### src/hw/rtl/rfc_pkg.sv
// ----------------------------------------------------------------------------
// rfc_pkg: shared types and helpers for the row FIR convolver
// Widths, the register index codes, the per-item metadata record and the
// coefficient and length helpers used by the top level and its units.
// ----------------------------------------------------------------------------
package rfc_pkg;

  localparam int MAX_TAPS   = 15;
  localparam int NUM_CELLS  = MAX_TAPS;
  localparam int PIX_W      = 16;
  localparam int COEF_W     = 16;
  localparam int PROD_W     = PIX_W + COEF_W;
  localparam int GROUP      = 4;
  localparam int NUM_GROUPS = (NUM_CELLS + GROUP - 1) / GROUP;
  localparam int PART_W     = PROD_W + 2;
  localparam int VALUE_W    = 36;
  localparam int COL_W      = 12;
  localparam int LEN_W      = 13;
  localparam int TAPS_W     = 4;
  localparam int RAD_W      = 3;
  localparam int REM_W      = 3;
  localparam int CFG_IDX_W  = 3;
  localparam int CFG_DATA_W = 64;
  localparam int MAX_COLS   = 4096;
  localparam int MAX_ROWS   = 4096;

  typedef enum logic [CFG_IDX_W-1:0] {
    REG_ROW_LENGTH,
    REG_IMAGE_ROWS,
    REG_KERNEL_TAPS,
    REG_COEF_0_3,
    REG_COEF_4_7,
    REG_COEF_8_11,
    REG_COEF_12_14
  } cfg_reg_t;

  typedef logic [NUM_CELLS-1:0][COEF_W-1:0] tap_bank_t;

  // Burst description carried down the pipe with each request
  typedef struct packed {
    logic [COL_W-1:0] first_col;  // column of the first result
    logic [REM_W-1:0] rem;        // results after the first one
    logic             nz;         // first result carries the dot product
    logic             row_last;   // request was the last pixel of its row
    logic             img_last;   // ... and of the image
  } meta_t;

  // Last valid index for a programmed length, saturated to 1 .. limit
  function automatic logic [COL_W-1:0] clamp_last(input logic [LEN_W-1:0] v,
                                                  input logic [LEN_W-1:0] limit);
    logic [LEN_W-1:0] t;
    if (v == '0) begin
      t = LEN_W'(1);
    end else if (v > limit) begin
      t = limit;
    end else begin
      t = v;
    end
    return COL_W'(t - LEN_W'(1));
  endfunction

  // Cell m holds the pixel m columns back; it uses tap 2r-m when m <= 2r
  function automatic logic cell_used(input logic [RAD_W-1:0] radius,
                                     input logic [TAPS_W-1:0] m);
    return m <= {radius, 1'b0};
  endfunction

  function automatic logic [COEF_W-1:0] cell_coef(input tap_bank_t taps,
                                                  input logic [RAD_W-1:0] radius,
                                                  input logic [TAPS_W-1:0] m);
    logic [TAPS_W-1:0] k;
    k = {radius, 1'b0} - m;
    if (cell_used(radius, m)) begin
      return taps[k];
    end
    return '0;
  endfunction

endpackage

### src/hw/rtl/rfc_cell.sv
// ----------------------------------------------------------------------------
// rfc_cell: one tap cell of the sample chain
// Holds one window sample, passes it to the next cell on each accepted
// pixel and registers the sample times its tap for the adder tree.
// ----------------------------------------------------------------------------
module rfc_cell (
  input  logic                                 clk,
  input  logic                                 shift_en,
  input  logic                                 cap_en,
  input  logic signed [rfc_pkg::PIX_W-1:0]     sample_in,
  input  logic signed [rfc_pkg::COEF_W-1:0]    coef,
  input  logic                                 used,
  output logic signed [rfc_pkg::PIX_W-1:0]     sample_out,
  output logic        [rfc_pkg::PROD_W-1:0]    product
);

  logic signed [rfc_pkg::PIX_W-1:0]  sample;
  logic signed [rfc_pkg::PROD_W-1:0] prod_c;

  always_comb begin
    prod_c = sample * coef;
  end

  always_ff @(posedge clk) begin
    if (shift_en) begin
      sample <= sample_in;
    end
    // unused cells give zero so stale samples never reach the sum
    if (cap_en) begin
      product <= used ? prod_c : '0;
    end
  end

  assign sample_out = sample;

endmodule

### config.mk
export PLATFORM = sky130hd
export DESIGN_NAME = rfc_cell
export DESIGN_NICKNAME = d
export VERILOG_FILES = /design/src/hw/rtl/rfc_pkg.sv /design/src/hw/rtl/rfc_cell.sv
export SDC_FILE = /design/constraint.sdc
export NUM_CORES = 1
export LEC_CHECK = 0
export CORE_MARGIN = 1
export CORE_UTILIZATION = 45
export DETAILED_ROUTE_END_ITERATION = 10
export DONT_BUFFER_PORTS = 1
export HOLD_SLACK_MARGIN = 0.08
export MAX_ROUTING_LAYER = met4
export PLACE_DENSITY = 0.64
export SLEW_MARGIN = 30
export SYNTH_ARGS = -nofsm -noshare
export SYNTH_HDL_FRONTEND = slang
export SYNTH_SLANG_ARGS = --single-unit
### constraint.sdc
create_clock -name clk -period 13.4 [get_ports clk]
set_input_delay 1.34 -clock clk [delete_from_list [all_inputs] [get_ports clk]]
set_output_delay 1.34 -clock clk [all_outputs]
set_load 0.01 [all_outputs]
==> qor.txt <==
violation count after the first detailed-routing iteration - 373
number of port buffers - 0
maximum clock frequency - 142 MHz
Sinks on Clock Net - 48
CP max FO - 16
total of endpoints with negative setup slack in the final report - 0
Die Height - 161 um
post-synthesis share of cell area spent on full adders, half adders and majority gates - 54.9%
post-detail-place hpwl - 21000 um
floorplan row count - 57
Post-CTS Hold Buffers - 0
final RePlAce weighted congestion - 0.853
Ports - 84
slew of the pin with the lowest slew margin - 0.936 ns
total number of vias - 7514
overall die width - 161 um
path type of the worst setup path - in2reg
Pre-Repair DR Iteration Count - 7
Vias/cell - 5.15
dominant combinational cell family by area after synthesis - adder cells
clock insertion delay at the later pin of the skew report - 0.30 ns
Detailed Route WL - 25400 um
run status - finished clean
initial antenna violation count - 0
gr ovfl total - 0
xor and xnor area share after synthesis - 2.07%
number of distinct library cells after synthesis - 49
total global-route track usage - 21.6%
proportion of netlist area held by the largest area contributor - 45.9%
initial standard-cell utilization of the core - 46.4%
number of hold-slack violations in the final timing report - 0
layout overhead on the synthesized area - 4.00%
library cell occupying the most area in the post-synthesis netlist - sky130_fd_sc_hd__fa_1
number of pins exceeding their max-slew limit in the final report - 0
clock tree from TritonCTS - done
ant diodes - 0
fraction of final layout cells with drive strength greater than 1 - 2.02%
relative slew slack - 37.6%
required time of the worst setup path - 13.42 ns
Tmin final - 7.02 ns
H-Tree Depth - 2
setup total negative slack - 0 ns
fraction of the yosys area taken by sequential cells - 12.6%
largest net degree at the start of global routing - 33
critical path data arrival time - 7.04 ns
mux cell area share after synthesis - 0.0876%
post-route fraction of the period consumed by the critical path - 52.4%
first-pass GRT wire length - 42400 um
register clock-pin slew on the reported worst setup and hold paths - 0.06 ns
net count reported at finish - 1515
residual antenna-violating net count after detailed routing - 0
number of buffers on the longest clock path - 2
Num CTS Buffers - 5
# DRC - 0
Hold WC Path Type - reg2reg
Synth Warn # - 0
Worst setup SP type - input port
Synth Area in Simple Gates - 15.1%
unrepaired setup endpoints after global routing - false
routed length per placed instance - 17.4 um
via count of the first global-routing pass - 8288
total setup buffers inserted after CTS - 0
number of storage elements in the synthesis netlist - 48
worst setup slack for register-to-register paths - 6.54 ns
worst setup skew after layout - 0.0143 ns
Worst setup EP type - flop
core outline area - 24600 um2
# Max-Cap Violations - 0
Mapped Nets - 1541
overall die area - 26000 um2
number of gates given a new drive strength after cts - 0
Clk Tree Root Cell - sky130_fd_sc_hd__clkbuf_16
Avg Cell Area, Syn - 9.84 um2
number of standard cells after synthesis - 1161
Netlist Area Pre-Place - 11400 um2
synth top area cells - sky130_fd_sc_hd__fa_1, sky130_fd_sc_hd__edfxtp_1, sky130_fd_sc_hd__inv_1
Compound-Gate Fraction of Synth Area - 4.57%
## cells in the mapped netlist, drive strengths merged
cell type and count:
nand2b 6, o21bai 6, o311ai 1, or3 6
fa 262, nor2 43, or2b 2, nor3b 2
a31oi 4, a211oi 4, clkbuf 34, nand3 5
a2111oi 2, nor4 1, o21ai 15, o21a 4
a21oi 24, and2 127, edfxtp 48, buf 1
o211ai 1, ha 82, mux2i 1, o22ai 1
xor2 12, nor3 11, a21o 8, xnor2 15
nand4b 1, a41oi 2, nand4 2, inv 288
o41ai 1, and3 5, nand2 128, nor2b 3
o2bb2ai 2, a31o 1
## final cells by class
| cell class | count | area, um2 |
|---|---|---|
| multi-input combinational | 790 | 8770 |
| clock inverter | 3 | 42.5 |
| inverter | 288 | 1080 |
| fill | 2346 | 12700 |
| clock buffer | 5 | 125 |
| tap | 324 | 405 |
| timing repair buffer | 2 | 15.0 |
| sequential | 48 | 1440 |
## cell usage in the layout (no fill, tap or decap), drive strengths merged, types with 8 or more instances in the layout
master,instances
fa,262
xor2,12
edfxtp,48
a21oi,24
o21ai,15
and2,127
a21o,8
nand2,128
ha,82
nor2,43
xnor2,15
nor3,11
inv,288
## per-stage QoR
stage               cells  util [%]  hold WS (ns)  instance area [um2]  worst slack [ns]
floorplan            1161         -         0.711                11400              6.26
global placement     1452      47.6         0.866                11700              6.19
detailed placement   1452      47.6         0.879                11700              6.10
CTS                  1460      48.3         0.898                11900              6.39
global route         1460      48.3         0.936                11900              6.13
finish               1460      48.3         0.879                11900              6.38
## path summary, 6_finish.rpt
check	start	end	depth (start not counted)
setup / recovery	coef[1]	product[31]	19
hold / removal	sample_out[0]	product[0]	2
setup reg to reg	sample_out[15]	product[31]	19
hold reg to reg	sample_out[0]	product[0]	2
## critical path: stages
cell	delay, ns
sky130_fd_sc_hd__nand2_1	0.08
sky130_fd_sc_hd__inv_1	0.10
sky130_fd_sc_hd__fa_1	0.65
sky130_fd_sc_hd__fa_1	0.84
sky130_fd_sc_hd__fa_1	0.51
sky130_fd_sc_hd__fa_1	0.51
sky130_fd_sc_hd__fa_1	0.49
sky130_fd_sc_hd__inv_1	0.05
sky130_fd_sc_hd__fa_1	0.47
sky130_fd_sc_hd__inv_1	0.04
sky130_fd_sc_hd__ha_1	0.33
sky130_fd_sc_hd__a21o_1	0.19
sky130_fd_sc_hd__a31o_1	0.19
sky130_fd_sc_hd__a21o_1	0.19
sky130_fd_sc_hd__o2bb2ai_1	0.14
sky130_fd_sc_hd__or3_1	0.39
sky130_fd_sc_hd__a31oi_1	0.24
sky130_fd_sc_hd__o21ai_0	0.10
sky130_fd_sc_hd__nor3b_2	0.17
## state kept, by name, summed over array words and instances (netlist names)
register / flops
product: 32
sample_out: 16
## logic make-up after synthesis
kind of cell	count (synthesis)
flip-flops	48
AND/OR/NAND/NOR	342
buffers and inverters	323
AO/OA/AOI/OAI	76
XOR/XNOR	27
adder cells (fa/ha/maj)	344
multiplexers	1
## routing by layer
| metal | share of wire, % | vias up | global-route usage, % | routed length, um |
|---|---|---|---|---|
| li1 | - | 3393 | - | - |
| met1 | 38 | 3928 | 25.8 | 9670 |
| met2 | 56 | 166 | 39.5 | 14200 |
| met3 | 4.3 | 27 | 2.59 | 1080 |
| met4 | 1.5 | 0 | 3.43 | 386 |
| met5 | 0 | - | - | 0 |
Power is left out: the tool's default activity adds up to more than one toggle a clock period on the data nets, which glitch-free logic cannot reach.
