`src/hw/rtl/rfc_pkg.sv`:
```
// ----------------------------------------------------------------------------
// rfc_pkg: shared types and helpers for the row FIR convolver
// Widths, the register index codes, the per-item metadata record and the
// coefficient and length helpers used by the top level and its units.
// ----------------------------------------------------------------------------
package rfc_pkg;

  localparam int MAX_TAPS   = 15;
  localparam int NUM_CELLS  = MAX_TAPS;
  localparam int PIX_W      = 16;
  localparam int COEF_W     = 16;
  localparam int PROD_W     = PIX_W + COEF_W;
  localparam int GROUP      = 4;
  localparam int NUM_GROUPS = (NUM_CELLS + GROUP - 1) / GROUP;
  localparam int PART_W     = PROD_W + 2;
  localparam int VALUE_W    = 36;
  localparam int COL_W      = 12;
  localparam int LEN_W      = 13;
  localparam int TAPS_W     = 4;
  localparam int RAD_W      = 3;
  localparam int REM_W      = 3;
  localparam int CFG_IDX_W  = 3;
  localparam int CFG_DATA_W = 64;
  localparam int MAX_COLS   = 4096;
  localparam int MAX_ROWS   = 4096;

  typedef enum logic [CFG_IDX_W-1:0] {
    REG_ROW_LENGTH,
    REG_IMAGE_ROWS,
    REG_KERNEL_TAPS,
    REG_COEF_0_3,
    REG_COEF_4_7,
    REG_COEF_8_11,
    REG_COEF_12_14
  } cfg_reg_t;

  typedef logic [NUM_CELLS-1:0][COEF_W-1:0] tap_bank_t;

  // Burst description carried down the pipe with each request
  typedef struct packed {
    logic [COL_W-1:0] first_col;  // column of the first result
    logic [REM_W-1:0] rem;        // results after the first one
    logic             nz;         // first result carries the dot product
    logic             row_last;   // request was the last pixel of its row
    logic             img_last;   // ... and of the image
  } meta_t;

  // Last valid index for a programmed length, saturated to 1 .. limit
  function automatic logic [COL_W-1:0] clamp_last(input logic [LEN_W-1:0] v,
                                                  input logic [LEN_W-1:0] limit);
    logic [LEN_W-1:0] t;
    if (v == '0) begin
      t = LEN_W'(1);
    end else if (v > limit) begin
      t = limit;
    end else begin
      t = v;
    end
    return COL_W'(t - LEN_W'(1));
  endfunction

  // Cell m holds the pixel m columns back; it uses tap 2r-m when m <= 2r
  function automatic logic cell_used(input logic [RAD_W-1:0] radius,
                                     input logic [TAPS_W-1:0] m);
    return m <= {radius, 1'b0};
  endfunction

  function automatic logic [COEF_W-1:0] cell_coef(input tap_bank_t taps,
                                                  input logic [RAD_W-1:0] radius,
                                                  input logic [TAPS_W-1:0] m);
    logic [TAPS_W-1:0] k;
    k = {radius, 1'b0} - m;
    if (cell_used(radius, m)) begin
      return taps[k];
    end
    return '0;
  endfunction

endpackage

```
`src/hw/rtl/rfc_sum.sv`:
```
// ----------------------------------------------------------------------------
// rfc_sum: registered adder tree
// Two stages: groups of four products, then the group sums, each stage
// with its own valid bit and request metadata.
// ----------------------------------------------------------------------------
module rfc_sum (
  input  logic                                              clk,
  input  logic                                              rst,
  input  logic [rfc_pkg::NUM_CELLS-1:0][rfc_pkg::PROD_W-1:0] products,
  input  logic                                              in_v,
  input  rfc_pkg::meta_t                                    in_meta,
  output logic                                              in_en,
  output logic                                              out_v,
  output rfc_pkg::meta_t                                    out_meta,
  output logic        [rfc_pkg::VALUE_W-1:0]                out_sum,
  input  logic                                              out_en
);

  logic [rfc_pkg::NUM_GROUPS-1:0][rfc_pkg::PART_W-1:0] part;
  logic [rfc_pkg::NUM_GROUPS-1:0][rfc_pkg::PART_W-1:0] part_next;
  logic                                                v3;
  rfc_pkg::meta_t                                      meta3;
  logic [rfc_pkg::VALUE_W-1:0]                         sum_next;
  logic                                                en3;
  logic                                                en4;

  assign en4   = !out_v || out_en;
  assign en3   = !v3 || en4;
  assign in_en = en3;

  always_comb begin
    int idx;
    for (int g = 0; g < rfc_pkg::NUM_GROUPS; g++) begin
      part_next[g] = '0;
      for (int i = 0; i < rfc_pkg::GROUP; i++) begin
        idx = g * rfc_pkg::GROUP + i;
        if (idx < rfc_pkg::NUM_CELLS) begin
          part_next[g] = part_next[g]
            + {{(rfc_pkg::PART_W - rfc_pkg::PROD_W){products[idx][rfc_pkg::PROD_W-1]}},
               products[idx]};
        end
      end
    end
  end

  always_comb begin
    sum_next = '0;
    for (int g = 0; g < rfc_pkg::NUM_GROUPS; g++) begin
      sum_next = sum_next
        + {{(rfc_pkg::VALUE_W - rfc_pkg::PART_W){part[g][rfc_pkg::PART_W-1]}}, part[g]};
    end
  end

  always_ff @(posedge clk) begin
    if (rst) begin
      v3    <= 1'b0;
      out_v <= 1'b0;
    end else begin
      if (en3) begin
        v3 <= in_v;
      end
      if (en4) begin
        out_v <= v3;
      end
    end
    if (en3) begin
      part  <= part_next;
      meta3 <= in_meta;
    end
    if (en4) begin
      out_sum  <= sum_next;
      out_meta <= meta3;
    end
  end

endmodule

```
`config.mk`:
```
export PLATFORM = sky130hd
export DESIGN_NAME = rfc_sum
export DESIGN_NICKNAME = d
export VERILOG_FILES = /design/src/hw/rtl/rfc_pkg.sv /design/src/hw/rtl/rfc_sum.sv
export SDC_FILE = /design/constraint.sdc
export NUM_CORES = 1
export LEC_CHECK = 0
export BUFFER_PORTS_ARGS = -buffer_cell sky130_fd_sc_hd__buf_4
export CORE_MARGIN = 3
export CORE_UTILIZATION = 45
export DETAILED_ROUTE_END_ITERATION = 12
export HOLD_SLACK_MARGIN = 0.02
export PLACE_DENSITY_LB_ADDON = 0.05
export SLEW_MARGIN = 15
export SYNTH_ARGS = -nofsm -noshare
export SYNTH_HDL_FRONTEND = slang
export SYNTH_SLANG_ARGS = --single-unit
```
`constraint.sdc`:
```
create_clock -name clk -period 13.55 [get_ports clk]
set_clock_uncertainty 0.05 [all_clocks]
set_input_delay 2.71 -clock clk [delete_from_list [all_inputs] [get_ports clk]]
set_output_delay 2.71 -clock clk [all_outputs]
set_load 0.02 [all_outputs]
```
==> qor.csv <==
stage,metric,value,unit
setup_path,worst r2r src,part[1],
route,met2 wire length,32200,microns
placement,hpwl dp,50800,microns
placement,routability cong.,0.858,
die,core area,0.0495,sq mm
route,vias,17500,
die,die width,231,microns
global_route,first-pass GRT wire length,93500,microns
layout,most frequent cells in the layout,"inv_1, buf_4, fa_1",
synth,"Cell Area, Synth",0.0228,sq mm
clock_network,CTS tree,done,
layout,Inserted Diodes,0,
route,Detailed Route WL,58300,microns
power_and_ir_drop,Pleak,0.0147,uW
route,DRT iter0 DRCs,797,
run,Max-Cap Viols,0,
global_route,GRT overflow,0,
power_and_ir_drop,maximum VDD drop,0.000332,V
setup_path,Crit Path Category,input pin to output pin,
route,highest metal used,met4,
synth,Synth cell types,69,
layout,multi-input logic area,0.0139,sq mm
clock_network,H-tree depth,1,
timing,Final Hold Violating Endpoints,0,
setup_path,"Req. time, crit path",10.79,ns
setup_path,R2R depth,16,
timing,final hold slack,0.368,ns
clock_network,Root Driver,clkbuf_16,
layout,fillcell total,4511,
route,met3 wire len,2480,microns
timing,Max Freq,0.155,GHz
synth,ranking of synthesized cells by area,"edfxtp_1, fa_1, inv_1",
setup_path,Worst setup SP type,input pin,
layout,register area,0.00629,sq mm
setup_path,Register-to-Register Setup Slack,9.15,ns
die,die area,0.0533,sq mm
setup_path,"Arr. time, crit path",3.71,ns
clock_network,CTS buffer count,27,
synth,Synth Instances,2289,
timing,RSZ-0062 raised after global routing,false,
die,I/O pins,558,
route,routed length on met1,22100,microns
synth,"EDFF count, synth",208,
clock_network,Clock Path Buffers,3,
route,Vias/cell,4.94,
route,WL per Instance,16.5,microns
setup_path,Crit Reg-Reg Endpoint,out_sum[35],
clock_network,Clock Latency Late Sink,0.55,ns
layout,Synth-to-Final Area Change,25.7,%
clock_network,Clock Sinks,210,
route,Routed Antenna Nets,0,
timing,Final Max Tran Viols,0,
timing,min Tclk post-route,6.47,ns
timing,worst rel slew slack,0.237,
route,TritonRoute pass-1 iters,5,
clock_network,Post-CTS Setup Bufs,0,
global_route,vias in the first global route,18700,
clock_network,post-cts resize count,0,
layout,"commonest non-fill, non-tap cell in the layout",inv_1,
die,Die Y,231,microns
layout,nets,3816,
synth,ys flop type,edfxtp_1,
synth,"FF+latch count, synth",210,
synth,syn nets,3254,
timing,setup_tns,0,ns
setup_path,Worst Setup SP,out_en,
synth,Post-synth ARST share,0,
clock_network,clock transition at the registers of the reported paths,0.06,ns
power_and_ir_drop,pwr dens,297,mW/mm^2
clock_network,CTS Hold Buffers Added,0,
setup_path,Crit. End Element,output pin,
die,initial core utilization,0.460,
timing,period utilization,0.477,
global_route,largest net degree at the start of global routing,87,
global_route,initial antenna violation count,0,
synth,"area leader, netlist",edfxtp_1,
synth,YS warnings,0,
setup_path,crit path max fanout,20,
min_path,HP Class,flop to flop,
placement,PortBufs,557,
layout,layout cells sized above 1,0.220,
timing,setup violators final,0,
die,row cnt,81,
global_route,Tot GR Track Use,0.221,
status,status,"complete, no violations",
synth,sequential share of the synthesized area,0.276,
route,DRC,0,
synth,post-synthesis average cell area,9.94,sq um
timing,worst slew pin tran,1.14,ns
synth,post-synth top area share,0.274,
setup_path,Critical Path End,in_en,
-- how the worst min path moves through the flow --
stage | cells after the start | slack [ns] | to | startpoint
final | 0 | 0.37 | out_meta[16] | meta3[16]
after global routing | 0 | 0.37 | out_meta[10] | meta3[10]
after CTS | 0 | 0.37 | out_meta[16] | meta3[16]
after detailed placement | 0 | 0.36 | out_meta[16] | meta3[16]
after global placement | 0 | 0.35 | out_meta[14] | meta3[14]
after floorplan | 0 | 0.35 | out_meta[0] | meta3[0]
-- worst max-delay path: stages --
cell and delay [ns]:
buf_4 0.11, nor2b_1 0.36, nand2_4 0.27, buf_4 0.24
-- state kept, by name, summed over array words and instances (netlist names) --
signal	count
part	136
out_sum	36
out_meta	18
out_v	1
v3	1
meta3	18
-- layer usage --
metal  track usage  vias up
li1              -     8502
met1         0.256     8485
met2         0.431      416
met3        0.0249       77
met4        0.0515        0
met5             0        -
-- power by group --
part	total (uW)	switching (uW)	internal, uW
combinational	6260	3540	2720
sequential	1500	113	1380
clock	732	288	444
-- layout make-up --
cell class,instances,area share
clock inverter,20,0.00818
tap,664,0.0291
multi-input combinational,1393,0.486
timing repair buffer,559,0.147
sequential,210,0.220
inverter,660,0.0867
clock buffer,29,0.0239
-- synth_stat cells, types with 4 or more instances --
cell type,count
a211oi_1,17
a21o_1,79
a21oi_1,143
a31o_2,5
a31oi_1,17
and2_1,10
and3_1,15
and4_1,4
clkbuf_1,22
edfxtp_1,208
fa_1,297
ha_1,166
inv_1,660
nand2_1,74
nand2b_1,16
nand3_1,38
nand4_1,17
nand4b_1,5
nor2_1,70
nor2b_1,16
nor3_1,26
nor4_1,4
o211ai_1,9
o21a_1,20
o21ai_0,86
o21ai_1,4
o21bai_1,22
o22ai_1,6
o31a_1,6
o31ai_1,10
or2_2,10
or3_1,6
xnor2_1,95
xor2_1,51
-- kinds of logic (layout without fill, tap and decap cells) --
family	after synthesis	count (layout)	synth area share
buffers and inverters	686	1268	0.114
adders and majority gates	463	463	0.353
xor gates and xnor gates	146	146	0.0562
AOI/OAI and AO/OA	464	464	0.131
DFF	210	210	0.276
and+or+nand+nor	320	320	0.0703
-- per-stage QoR --
stage | cells | setup slack [ns] | instance area, sq um | total power [uW] | util
after global placement | 3486 | 6.72 | 27700 | 7700 | 0.560
after floorplan | 2289 | 4.66 | 22800 | 6300 | -
after CTS | 3535 | 7.11 | 28600 | 8550 | 0.578
final | 3535 | 7.08 | 28600 | 8490 | 0.578
after detailed placement | 3486 | 6.70 | 27700 | 7770 | 0.560
after global routing | 3535 | 6.99 | 28600 | 9480 | 0.578
Note: power is estimated with default switching activity, not from simulation.
