## src/hw/rtl/rfc_pkg.sv

```systemverilog
// ----------------------------------------------------------------------------
// rfc_pkg: shared types and helpers for the row FIR convolver
// Widths, the register index codes, the per-item metadata record and the
// coefficient and length helpers used by the top level and its units.
// ----------------------------------------------------------------------------
package rfc_pkg;

  localparam int MAX_TAPS   = 15;
  localparam int NUM_CELLS  = MAX_TAPS;
  localparam int PIX_W      = 16;
  localparam int COEF_W     = 16;
  localparam int PROD_W     = PIX_W + COEF_W;
  localparam int GROUP      = 4;
  localparam int NUM_GROUPS = (NUM_CELLS + GROUP - 1) / GROUP;
  localparam int PART_W     = PROD_W + 2;
  localparam int VALUE_W    = 36;
  localparam int COL_W      = 12;
  localparam int LEN_W      = 13;
  localparam int TAPS_W     = 4;
  localparam int RAD_W      = 3;
  localparam int REM_W      = 3;
  localparam int CFG_IDX_W  = 3;
  localparam int CFG_DATA_W = 64;
  localparam int MAX_COLS   = 4096;
  localparam int MAX_ROWS   = 4096;

  typedef enum logic [CFG_IDX_W-1:0] {
    REG_ROW_LENGTH,
    REG_IMAGE_ROWS,
    REG_KERNEL_TAPS,
    REG_COEF_0_3,
    REG_COEF_4_7,
    REG_COEF_8_11,
    REG_COEF_12_14
  } cfg_reg_t;

  typedef logic [NUM_CELLS-1:0][COEF_W-1:0] tap_bank_t;

  // Burst description carried down the pipe with each request
  typedef struct packed {
    logic [COL_W-1:0] first_col;  // column of the first result
    logic [REM_W-1:0] rem;        // results after the first one
    logic             nz;         // first result carries the dot product
    logic             row_last;   // request was the last pixel of its row
    logic             img_last;   // ... and of the image
  } meta_t;

  // Last valid index for a programmed length, saturated to 1 .. limit
  function automatic logic [COL_W-1:0] clamp_last(input logic [LEN_W-1:0] v,
                                                  input logic [LEN_W-1:0] limit);
    logic [LEN_W-1:0] t;
    if (v == '0) begin
      t = LEN_W'(1);
    end else if (v > limit) begin
      t = limit;
    end else begin
      t = v;
    end
    return COL_W'(t - LEN_W'(1));
  endfunction

  // Cell m holds the pixel m columns back; it uses tap 2r-m when m <= 2r
  function automatic logic cell_used(input logic [RAD_W-1:0] radius,
                                     input logic [TAPS_W-1:0] m);
    return m <= {radius, 1'b0};
  endfunction

  function automatic logic [COEF_W-1:0] cell_coef(input tap_bank_t taps,
                                                  input logic [RAD_W-1:0] radius,
                                                  input logic [TAPS_W-1:0] m);
    logic [TAPS_W-1:0] k;
    k = {radius, 1'b0} - m;
    if (cell_used(radius, m)) begin
      return taps[k];
    end
    return '0;
  endfunction

endpackage

```

## src/hw/rtl/rfc_burst.sv

```systemverilog
// ----------------------------------------------------------------------------
// rfc_burst: result emitter and output register
// Turns one request's burst record into one result per cycle while out_stall
// is low: the first column carries the sum when nz is set, the border columns after it carry zero.
// ----------------------------------------------------------------------------
module rfc_burst (
  input  logic                                  clk,
  input  logic                                  rst,
  input  logic                                  in_v,
  input  rfc_pkg::meta_t                        in_meta,
  input  logic        [rfc_pkg::VALUE_W-1:0]    in_sum,
  output logic                                  in_en,
  output logic                                  out_valid,
  input  logic                                  out_stall,
  output logic signed [rfc_pkg::VALUE_W-1:0]    value,
  output logic        [rfc_pkg::COL_W-1:0]      out_column,
  output logic                                  row_done,
  output logic                                  image_done,
  output logic                                  last_of_run
);

  logic [rfc_pkg::VALUE_W-1:0] value_q;
  logic [rfc_pkg::COL_W-1:0]   col_q;
  logic [rfc_pkg::REM_W-1:0]   rem_q;
  logic                        row_last_q;
  logic                        img_last_q;
  logic                        fire;
  logic                        free;
  logic                        load;

  assign fire  = out_valid && !out_stall;
  assign free  = !out_valid || (fire && rem_q == '0);
  assign load  = free && in_v;
  assign in_en = free;

  always_ff @(posedge clk) begin
    if (rst) begin
      out_valid <= 1'b0;
    end else if (free) begin
      out_valid <= in_v;
    end
    if (load) begin
      value_q    <= in_meta.nz ? in_sum : '0;
      col_q      <= in_meta.first_col;
      rem_q      <= in_meta.rem;
      row_last_q <= in_meta.row_last;
      img_last_q <= in_meta.img_last;
    end else if (fire && rem_q != '0) begin
      value_q <= '0;
      col_q   <= col_q + 1'b1;
      rem_q   <= rem_q - 1'b1;
    end
  end

  assign value       = value_q;
  assign out_column  = col_q;
  assign last_of_run = rem_q == '0;
  assign row_done    = row_last_q && rem_q == '0;
  assign image_done  = img_last_q && rem_q == '0;

  a_row_done_ends_run: assert property (@(posedge clk) disable iff (rst)
    out_valid && row_done |-> last_of_run)
    else $error("row end not on final result of its request");

  a_image_done_on_row_end: assert property (@(posedge clk) disable iff (rst)
    out_valid && image_done |-> row_done)
    else $error("image end off a row end");

  a_border_run: assert property (@(posedge clk) disable iff (rst)
    fire && !last_of_run |=> out_valid && value == '0
                             && out_column == $past(out_column) + 1'b1)
    else $error("border result out of sequence");

endmodule

```

## config.mk

```make
export PLATFORM = sky130hd
export DESIGN_NAME = rfc_burst
export DESIGN_NICKNAME = d
export VERILOG_FILES = /design/src/hw/rtl/rfc_pkg.sv /design/src/hw/rtl/rfc_burst.sv
export SDC_FILE = /design/constraint.sdc
export NUM_CORES = 1
export LEC_CHECK = 0
export BUFFER_PORTS_ARGS = -buffer_cell sky130_fd_sc_hd__buf_2
export CORE_AREA = 4 4 89 99
export CTS_CLUSTER_DIAMETER = 100
export DETAILED_ROUTE_END_ITERATION = 10
export DIE_AREA = 0 0 93 103
export GPL_ROUTABILITY_DRIVEN = 0
export HOLD_SLACK_MARGIN = 0.12
export PLACE_DENSITY = 0.6
export SLEW_MARGIN = 20
export SYNTH_ARGS = -nofsm -noshare
export SYNTH_HDL_FRONTEND = slang
export SYNTH_SLANG_ARGS = --single-unit
```

## constraint.sdc

```tcl
create_clock -name clk -period 7.7 [get_ports clk]
set_clock_uncertainty 0.15 [all_clocks]
set_input_delay 0.77 -clock clk [delete_from_list [all_inputs] [get_ports clk]]
set_output_delay 0.77 -clock clk [all_outputs]
set_load 0.005 [all_outputs]
```

==> results of run 1 <==
final cells by class:
| type | instances | area (um2) |
|---|---|---|
| timing repair buffer | 111 | 558 |
| clock buffer | 5 | 68.8 |
| multi-input combinational | 98 | 697 |
| clock inverter | 3 | 45.0 |
| tap | 108 | 135 |
| sequential | 54 | 1610 |
| inverter | 6 | 23.8 |
| fill | 797 | 4690 |
path summary, 6_finish.rpt:
check / from / endpoint / slack, ns / depth (start not counted)
worst min-delay path: rst / out_valid$_SDFFE_PP0P_ / 0.45 / 2
worst min register to register: out_valid$_SDFFE_PP0P_ / out_valid$_SDFFE_PP0P_ / 0.54 / 2
worst max register to register: rem_q[0]$_DFFE_PP_ / rem_q[1]$_DFFE_PP_ / 5.05 / 6
worst max-delay path: rem_q[0]$_DFFE_PP_ / rem_q[1]$_DFFE_PP_ / 5.05 / 6
state kept, by name, summed over array words and instances (netlist names):
signal	flops
img_last_q	1
out_valid	1
rem_q	3
value	36
out_column	12
row_last_q	1
cells in the final DEF, fill, tap and decap left out, drive strengths merged:
cell type,count
a211oi,9
a21o,1
a21oi,3
a31oi,7
and2,2
and3,36
buf,111
bufinv,1
clkbuf,5
clkinv,1
clkinvlp,2
dfxtp,1
edfxtp,53
ha,3
inv,5
mux2,6
nand2,3
nand2b,1
nand3,4
nand4,2
nor2b,1
o21ai,4
o31ai,4
or3,3
or3b,1
or4,4
xnor2,2
xor2,2
worst max-delay path: stages, from the launching register on:
cell	delay, ns
edfxtp_1	0.37
inv_1	0.10
ha_1	0.16
or3b_4	0.45
a21o_4	0.32
o21ai_4	0.28
buf_4	0.48
logic make-up (layout without fill, tap and decap cells):
logic type | count (synthesis) | count (layout) | share of synthesized area [%]
muxes | 6 | 6 | 2.84
DFF | 54 | 54 | 67.7
AOI/OAI and AO/OA | 28 | 28 | 8.04
xor gates and xnor gates | 4 | 4 | 1.47
adders and majority gates | 3 | 3 | 1.58
and+or+nand+nor | 57 | 57 | 14.9
buffers and inverters | 17 | 125 | 3.47
routing by layer:
metal | wire length, um | GRT usage [%] | vias up
met5 | 0 | 0 | -
met4 | 59 | 4.17 | 0
met3 | 426 | 3.80 | 6
met2 | 2770 | 19.5 | 74
met1 | 2140 | 12.9 | 850
li1 | - | - | 870
power by group through the flow:
stage	sequential, mW	combinational (mW)	clock [mW]
after floorplan	0.387	0.0501	0
after global routing	0.381	0.116	0.208
final	0.377	0.102	0.191
after detailed placement	0.384	0.104	0
after CTS	0.377	0.104	0.197
after global placement	0.383	0.103	0
through the flow:
step	cells	cell area, um2
2_1_floorplan	169	2380
3_3_place_gp	377	3030
3_5_place_dp	377	3030
4_1_cts	385	3140
5_1_grt	385	3140
6_report	385	3140
synth_stat cells:
cell      instances
edfxtp_1         53
and3_1           36
a211oi_1          9
a31oi_1           7
clkbuf_1          7
mux2_2            6
inv_1             5
nand3_1           4
o21ai_0           4
o31ai_1           4
or4_1             4
a21oi_1           3
ha_1              3
nand2_1           3
or3_1             3
and2_1            2
buf_6             2
nand4_1           2
xnor2_1           2
xor2_1            2
a21o_4            1
buf_2             1
clkbuf_2          1
clkinv_2          1
dfxtp_1           1
nand2b_1          1
nor2b_1           1
or3b_4            1
==> metrics.md, run 1 <==
| Metric | Value |
|---|---|
| Final Core Density | `40.1%` |
| Worst hold slack | `0.449 ns` |
| IO Pins | `111` |
| Clock power share | `28.5%` |
| Post-CTS setup repair buffer count | `0` |
| Slew headroom | `54.2%` |
| Post-layout min period | `2.65 ns` |
| Worst-Skew Late Latency | `0.30 ns` |
| Hold_buf cts | `0` |
| Final Max Tran Viols | `0` |
| Pin count of the biggest net entering global routing | `41` |
| WP data required | `7.52 ns` |
| ANT cells | `0` |
| Setup TNS | `0 ns` |
| DRT Pass-1 Iters | `4` |
| Post-synthesis instance total | `169` |
| Area leader, netlist | `edfxtp_1` |
| Power Total | `669 uW` |
| Library cells used by synthesis | `28` |
| Initial Util | `30.4%` |
| Share of cells above drive strength 1 | `46.6%` |
| Initial antenna violation count | `0` |
| Total number of vias | `1,800` |
| VDD IR-drop max | `0.0766 mV` |
| Avg Inst Size Synth | `14.1 um2` |
| Seq cells post-synth | `54` |
| Post-Synthesis Cell Area | `2380 um2` |
| RSZ-0062 raised after global routing | `no` |
| Area of the core | `7830 um2` |
| Die Wd | `93 um` |
| Switching power share of the total | `24.4%` |
| # resized after CTS | `0` |
| Critical path arrival | `2.47 ns` |
| Die Footprint | `9580 um2` |
| Site Rows | `34` |
| Pleak | `1.41 nW` |
| Internal Power | `506 uW` |
| Seq pwr share | `56.3%` |
| Drc violations | `0` |
| Die Height | `103 um` |
| CP max FO | `30` |
| Antenna-violating nets left | `0` |
| Max Freq | `0.377 GHz` |
| Period Utilization, post-route | `34.5%` |
| IO Port Bufs | `110` |
| CTS HTree Levels | `2` |
| Clock Root Buffer | `clkbuf_8` |
| Pre-CTS setup slack | `4.72 ns` |
| Final WL | `5390 um` |
| GRT overflow | `0` |
| Worst slew pin tran | `0.684 ns` |
| Area Overhead vs Synth | `31.9%` |
| Warnings, synthesis | `0` |
| PnR worst setup slack | `5.05 ns` |
| Via/cell ratio | `4.68` |
| Max-cap viol count | `0` |
| Synthesized Nets | `230` |
| TritonCTS clock tree | `yes` |
| Final hold violation count | `0` |
| Synth top area cells | `edfxtp_1 (67%), and3_1 (9.5%), a211oi_1 (2.8%)` |
| Initial detailed-routing violation count | `69` |
| Num CTS Buffers | `5` |
| DP HPWL | `3980 um` |
| Total GRT Usage | `11.2%` |
| Pwr/cell area | `213 nW/um2` |
| Vias in the first global route | `1,794` |
| Switching pwr | `164 uW` |
| Routed length per instance | `14.0 um` |
| Synth top area share | `66.9%` |
| Combinational share of power | `15.2%` |
| TritonCTS Sinks | `54` |
| CP endpoint kind | `flip-flop` |
| Nets@finish | `337` |
| Global-route wire length before repair | `8510 um` |
| Clk slew on worst S/H paths | `0.10 ns` |
| Startpoint Class | `flip-flop` |
| Status | `completed` |
| Sequential area share after synthesis | `67.7%` |
| Hold Crit Class | `in2reg` |
| CP Class | `reg2reg` |
| Max clock buf depth | `2` |
| Count of final setup violators | `0` |
Note: power is estimated with default switching activity, not from simulation.
==> inputs of run 2 (changes only) <==
--- a/config.mk
+++ b/config.mk
@@ -12,7 +12,7 @@
 export DIE_AREA = 0 0 93 103
 export GPL_ROUTABILITY_DRIVEN = 0
 export HOLD_SLACK_MARGIN = 0.12
-export PLACE_DENSITY = 0.6
+export PLACE_DENSITY = 0.62
 export SLEW_MARGIN = 20
 export SYNTH_ARGS = -nofsm -noshare
 export SYNTH_HDL_FRONTEND = slang
==> constraint.sdc (replaced) <==
create_clock -name clk -period 2.2 [get_ports clk]
set_clock_uncertainty 0.15 [all_clocks]
set_input_delay 0.22 -clock clk [delete_from_list [all_inputs] [get_ports clk]]
set_output_delay 0.22 -clock clk [all_outputs]
set_load 0.005 [all_outputs]
==> metrics.md, run 2 (synthesized netlist as in run 1, its figures left out) <==
| Metric | Value |
|---|---|
| Status | `completed` |
| Period Utilization, post-route | `95.4%` |
| Hold path cells | `3` |
| Clk slew on worst S/H paths | `0.10 ns` |
| VDD IR-drop max | `0.296 mV` |
| Nets@finish | `393` |
| CTS HTree Levels | `2` |
| Pwr/cell area | `653 nW/um2` |
| ANT cells | `0` |
| Initial detailed-routing violation count | `100` |
| Most frequent cells in the layout | `buf_2 (110), edfxtp_1 (53), dlygate4sd3_1 (51)` |
| GRT overflow | `0` |
| Routed length per instance | `14.3 um` |
| RSZ-0062 raised after global routing | `no` |
| Switching power share of the total | `24.1%` |
| Count of final setup violators | `0` |
| TritonCTS clock tree | `yes` |
| Commonest non-fill, non-tap cell in the layout | `buf_2` |
| TritonCTS Sinks | `54` |
| Vias in the first global route | `2,083` |
| DRT Pass-1 Iters | `4` |
| FF-to-FF Start | `rem_q[0]$_DFFE_PP_` |
| Die Footprint | `9580 um2` |
| Area of the core | `7830 um2` |
| Share of cells above drive strength 1 | `41.1%` |
| Final Max Tran Viols | `0` |
| Area Overhead vs Synth | `56.8%` |
| Site Rows | `34` |
| Largest register FFs | `36` |
| Via/cell ratio | `4.61` |
| Num CTS Buffers | `5` |
| WP data required | `2.11 ns` |
| Antenna-violating nets left | `0` |
| FF-to-FF path depth | `6` |
| Placed insts | `382` |
| Slew headroom | `69.2%` |
| Startpoint Class | `flip-flop` |
| Max-cap viol count | `0` |
| Initial Util | `30.4%` |
| CP startpoint | `rem_q[0]$_DFFE_PP_` |
| Setup TNS | `0 ns` |
| Max clock buf depth | `2` |
| CP max FO | `8` |
| Clock Root Buffer | `clkbuf_8` |
| Fillers | `744` |
| Initial antenna violation count | `0` |
| Post-layout min period | `2.10 ns` |
| Global-route wire length before repair | `9820 um` |
| Max Freq | `0.477 GHz` |
| CP endpoint kind | `flip-flop` |
| Clock power share | `26.7%` |
| Seq pwr share | `54.0%` |
| DP HPWL | `4190 um` |
| Total GRT Usage | `12.9%` |
| Internal Power | `1.85 mW` |
| Die Wd | `93 um` |
| Final hold violation count | `0` |
| IO Port Bufs | `110` |
| Worst-Skew Late Latency | `0.30 ns` |
| Worst slew pin tran | `0.462 ns` |
| Critical path arrival | `2.01 ns` |
| Hold_sp | `in_meta[4]` |
| Total number of vias | `2,032` |
| Pleak | `1.67 nW` |
| Drc violations | `0` |
| Cell Area, Placed | `3110 um2` |
| Fin cells | `441` |
| Die Height | `103 um` |
| Pin count of the biggest net entering global routing | `37` |
| Combinational share of power | `19.3%` |
| Worst hold slack | `0.135 ns` |
| Final Core Density | `47.7%` |
| Final WL | `6320 um` |
| CP Class | `reg2reg` |
| IO Pins | `111` |
| Hold Crit Class | `in2reg` |
| Switching pwr | `586 uW` |
| Finished layout cell area | `3730 um2` |
## run 2: changes by cell type in the layout (fill, tap and decap cells not counted)
cell / previous run / this run
ha_1: 3 / 2
clkinvlp_4: 2 / 0
dlygate4sd3_1: 0 / 51
ha_4: 0 / 1
inv_1: 5 / 3
inv_2: 0 / 2
buf_4: 1 / 3
buf_12: 0 / 3
clkinv_2: 1 / 3
## run 2: layout make-up
class | count | area [um2] | share of cell area [%]
timing repair buffer | 167 | 1140 | 30.6
sequential | 54 | 1610 | 43.2
multi-input combinational | 98 | 709 | 19.0
clock inverter | 3 | 40.0 | 1.07
inverter | 6 | 23.8 | 0.637
tap | 108 | 135 | 3.62
clock buffer | 5 | 68.8 | 1.84
## run 2: repair_timing
action	CTS	global route
buffers inserted	0	0
hold endpoints to repair	50	1
hold buffers	50	1
resized for setup	0	0
## run 2: power by group through the flow
stage	logic [mW]	clock network [mW]	registers [mW]
6_report	0.471	0.650	1.32
3_3_place_gp	0.399	0	1.34
5_1_grt	0.525	0.708	1.33
3_5_place_dp	0.407	0	1.34
2_1_floorplan	0.186	0	1.34
4_1_cts	0.475	0.672	1.32
## run 2: final timing paths
path / end / slack, ns
worst max-delay path: out_column[1]$_DFFE_PP_ / 0.10
worst min-delay path: rem_q[1]$_DFFE_PP_ / 0.14
worst max register to register: out_column[1]$_DFFE_PP_ / 0.10
worst min register to register: out_column[0]$_DFFE_PP_ / 0.55
## run 2: worst max-delay path: stages (launching register included)
cell	delay, ns
edfxtp_1	0.40
inv_2	0.10
ha_4	0.12
or3b_4	0.38
a21o_4	0.26
clkinv_2	0.12
mux2_2	0.33
## run 2: through the flow
stage / setup WS (ns) / power [mW]
CTS: 0.0823 / 2.46
global placement: 0.155 / 1.74
floorplan: -0.0744 / 1.53
detailed placement: 0.0961 / 1.75
finish: 0.101 / 2.44
global route: 0.0363 / 2.56
## run 2: routing by layer
metal	GRT usage [%]	up-vias	share of wire, %
li1	-	984	-
met1	14.9	969	39
met2	23.3	74	54
met3	3.43	5	6.7
met4	3.95	0	0.81
met5	0	-	0
==> inputs of run 3 (changes only) <==
--- a/config.mk
+++ b/config.mk
@@ -13,6 +13,7 @@
 export GPL_ROUTABILITY_DRIVEN = 0
 export HOLD_SLACK_MARGIN = 0.12
 export PLACE_DENSITY = 0.62
+export SETUP_SLACK_MARGIN = 0.3
 export SLEW_MARGIN = 20
 export SYNTH_ARGS = -nofsm -noshare
 export SYNTH_HDL_FRONTEND = slang
==> metrics.md, run 3 (synthesized netlist as in run 1, its figures left out) <==
| Metric | Value |
|---|---|
| IO Pins | `111` |
| Clock Root Buffer | `clkbuf_8` |
| R2R Path End | `rem_q[0]$_DFFE_PP_` |
| Worst slew pin tran | `0.552 ns` |
| TritonCTS clock tree | `yes` |
| GRT overflow | `0` |
| Area Overhead vs Synth | `70.0%` |
| Cell Area, Placed | `3110 um2` |
| Pin count of the biggest net entering global routing | `37` |
| Final hold violation count | `0` |
| Hold endpoint | `out_column[9]$_DFFE_PP_` |
| Count of final setup violators | `0` |
| FF-to-FF Start | `rem_q[1]$_DFFE_PP_` |
| Clk slew on worst S/H paths | `0.10 ns` |
| ANT cells | `0` |
| CP Class | `reg2reg` |
| Final WL | `6870 um` |
| Nets@finish | `408` |
| Critical Path, Cell by Cell | `inv_2 -> ha_4 -> or3b_4 -> a21o_4 -> clkinv_4 -> mux2_4` |
| Via/cell ratio | `4.61` |
| Total GRT Usage | `13.1%` |
| IO Port Bufs | `110` |
| Startpoint Class | `flip-flop` |
| TritonCTS Sinks | `54` |
| Drc violations | `0` |
| Hold Crit Class | `in2reg` |
| CP endpoint kind | `flip-flop` |
| DP HPWL | `4190 um` |
| CP max FO | `6` |
| WP data required | `2.11 ns` |
| Worst R2R Setup Slack | `0.16 ns` |
| Most frequent cells in the layout | `buf_2 (109), edfxtp_1 (53), dlygate4sd3_1 (50)` |
| Site Rows | `34` |
| Max Freq | `0.490 GHz` |
| Num CTS Buffers | `5` |
| Pwr/cell area | `630 nW/um2` |
| Slew headroom | `63.1%` |
| Max-cap viol count | `0` |
| DRT Pass-1 Iters | `4` |
| Worst-Skew Late Latency | `0.30 ns` |
| CTS HTree Levels | `2` |
| VDD IR-drop max | `0.297 mV` |
| Share of cells above drive strength 1 | `48.3%` |
| Pleak | `1.80 nW` |
| Hold_sp | `in_meta[15]` |
| Slowest Stage Delay on Critical Path | `0.39 ns` |
| Status | `completed` |
| Area of the core | `7830 um2` |
| Routed length per instance | `15.1 um` |
| Critical-path top delay cell | `edfxtp_1` |
| Finished layout cell area | `4050 um2` |
| Total number of vias | `2,103` |
| Global-route wire length before repair | `9960 um` |
| Antenna-violating nets left | `0` |
| Largest register FFs | `36` |
| Vias in the first global route | `2,124` |
| Commonest non-fill, non-tap cell in the layout | `buf_2` |
| Initial antenna violation count | `0` |
| Critical path arrival | `1.95 ns` |
| Post-layout min period | `2.04 ns` |
| Die Height | `103 um` |
| FF-to-FF path depth | `6` |
| Fillers | `720` |
| Final Max Tran Viols | `0` |
| Worst hold slack | `0.127 ns` |
| Die Wd | `93 um` |
| Initial Util | `30.4%` |
| Period Utilization, post-route | `92.8%` |
| Die Footprint | `9580 um2` |
| Max clock buf depth | `2` |
| Initial detailed-routing violation count | `99` |
| RSZ-0062 raised after global routing | `yes` |
| Hold path cells | `3` |
## run 3: changes by cell type in the layout (fill, tap and decap cells not counted), moves of 2 or more
| cell | delta |
|---|---|
| a211oi_1 | -8 |
| a211oi_2 | +7 |
| a31oi_1 | -3 |
| a31oi_4 | +2 |
| buf_4 | +9 |
| buf_6 | +3 |
| clkbuf_16 | +2 |
| mux2_2 | -2 |
| mux2_4 | +2 |
## run 3: how the worst max path moves through the flow
stage | end | slack (ns) | from | depth (start not counted)
after global placement | rem_q[0]$_DFFE_PP_ | 0.15 | rem_q[1]$_DFFE_PP_ | 6
final | rem_q[0]$_DFFE_PP_ | 0.16 | rem_q[1]$_DFFE_PP_ | 6
after CTS | value[18]$_SDFFCE_PN0P_ | 0.14 | rem_q[1]$_DFFE_PP_ | 6
after floorplan | out_column[0]$_DFFE_PP_ | -0.07 | rem_q[1]$_DFFE_PP_ | 6
after detailed placement | rem_q[0]$_DFFE_PP_ | 0.1 | rem_q[0]$_DFFE_PP_ | 6
after global routing | out_column[3]$_DFFE_PP_ | 0.10 | rem_q[0]$_DFFE_PP_ | 6
## run 3: stage by stage
stage	total power [mW]	TNS (ns)	std cells	util, %	worst slack [ns]
floorplan	1.53	-3.79	169	-	-0.0744
global placement	1.74	0	382	39.8	0.155
detailed placement	1.75	0	382	39.8	0.0961
CTS	2.51	0	448	49.3	0.135
global route	2.67	0	456	51.7	0.103
finish	2.55	0	456	51.7	0.158
## run 3: critical path, delay by kind of cell (launching register included)
family,cells,cell delay (ns)
AO/OA/AOI/OAI,1,0.25
adder cells (fa/ha/maj),1,0.12
buffers and inverters,2,0.19
flip-flops,1,0.39
multiplexers,1,0.30
AND/OR/NAND/NOR,1,0.39
## run 3: power breakdown
part / switching, mW / internal (mW) / total, mW
Sequential: 0.0576 / 1.26 / 1.32
Clock: 0.317 / 0.335 / 0.653
Combinational: 0.253 / 0.327 / 0.580
## run 3: cell type report
type	count	area, um2	share of cell area [%]
repair buffers	182	1340	33.2
inverters	6	27.5	0.680
flip-flops and latches	54	1610	39.8
multi-input cells	98	820	20.3
well taps	108	135	3.34
clock buffers	5	68.8	1.70
clock inverters	3	40.0	0.990
## run 3: timing repair
item / in CTS / in global routing
hold buffers: 50 / 0
endpoints found under the setup margin: 102 / 108
endpoints found under the hold margin: 50 / 0
cloned: 1 / 2
pin swaps: 2 / 5
resized for setup: 12 / 16
buffers inserted: 7 / 6
## run 3: routing by layer
layer  track usage [%]  up-vias  routed length, um
li1                  -     1014                  -
met4              3.83        0                 36
met5                 0        -                  0
met1              15.1     1020               2660
met2              24.0       65               3780
met3              3.50        4                389
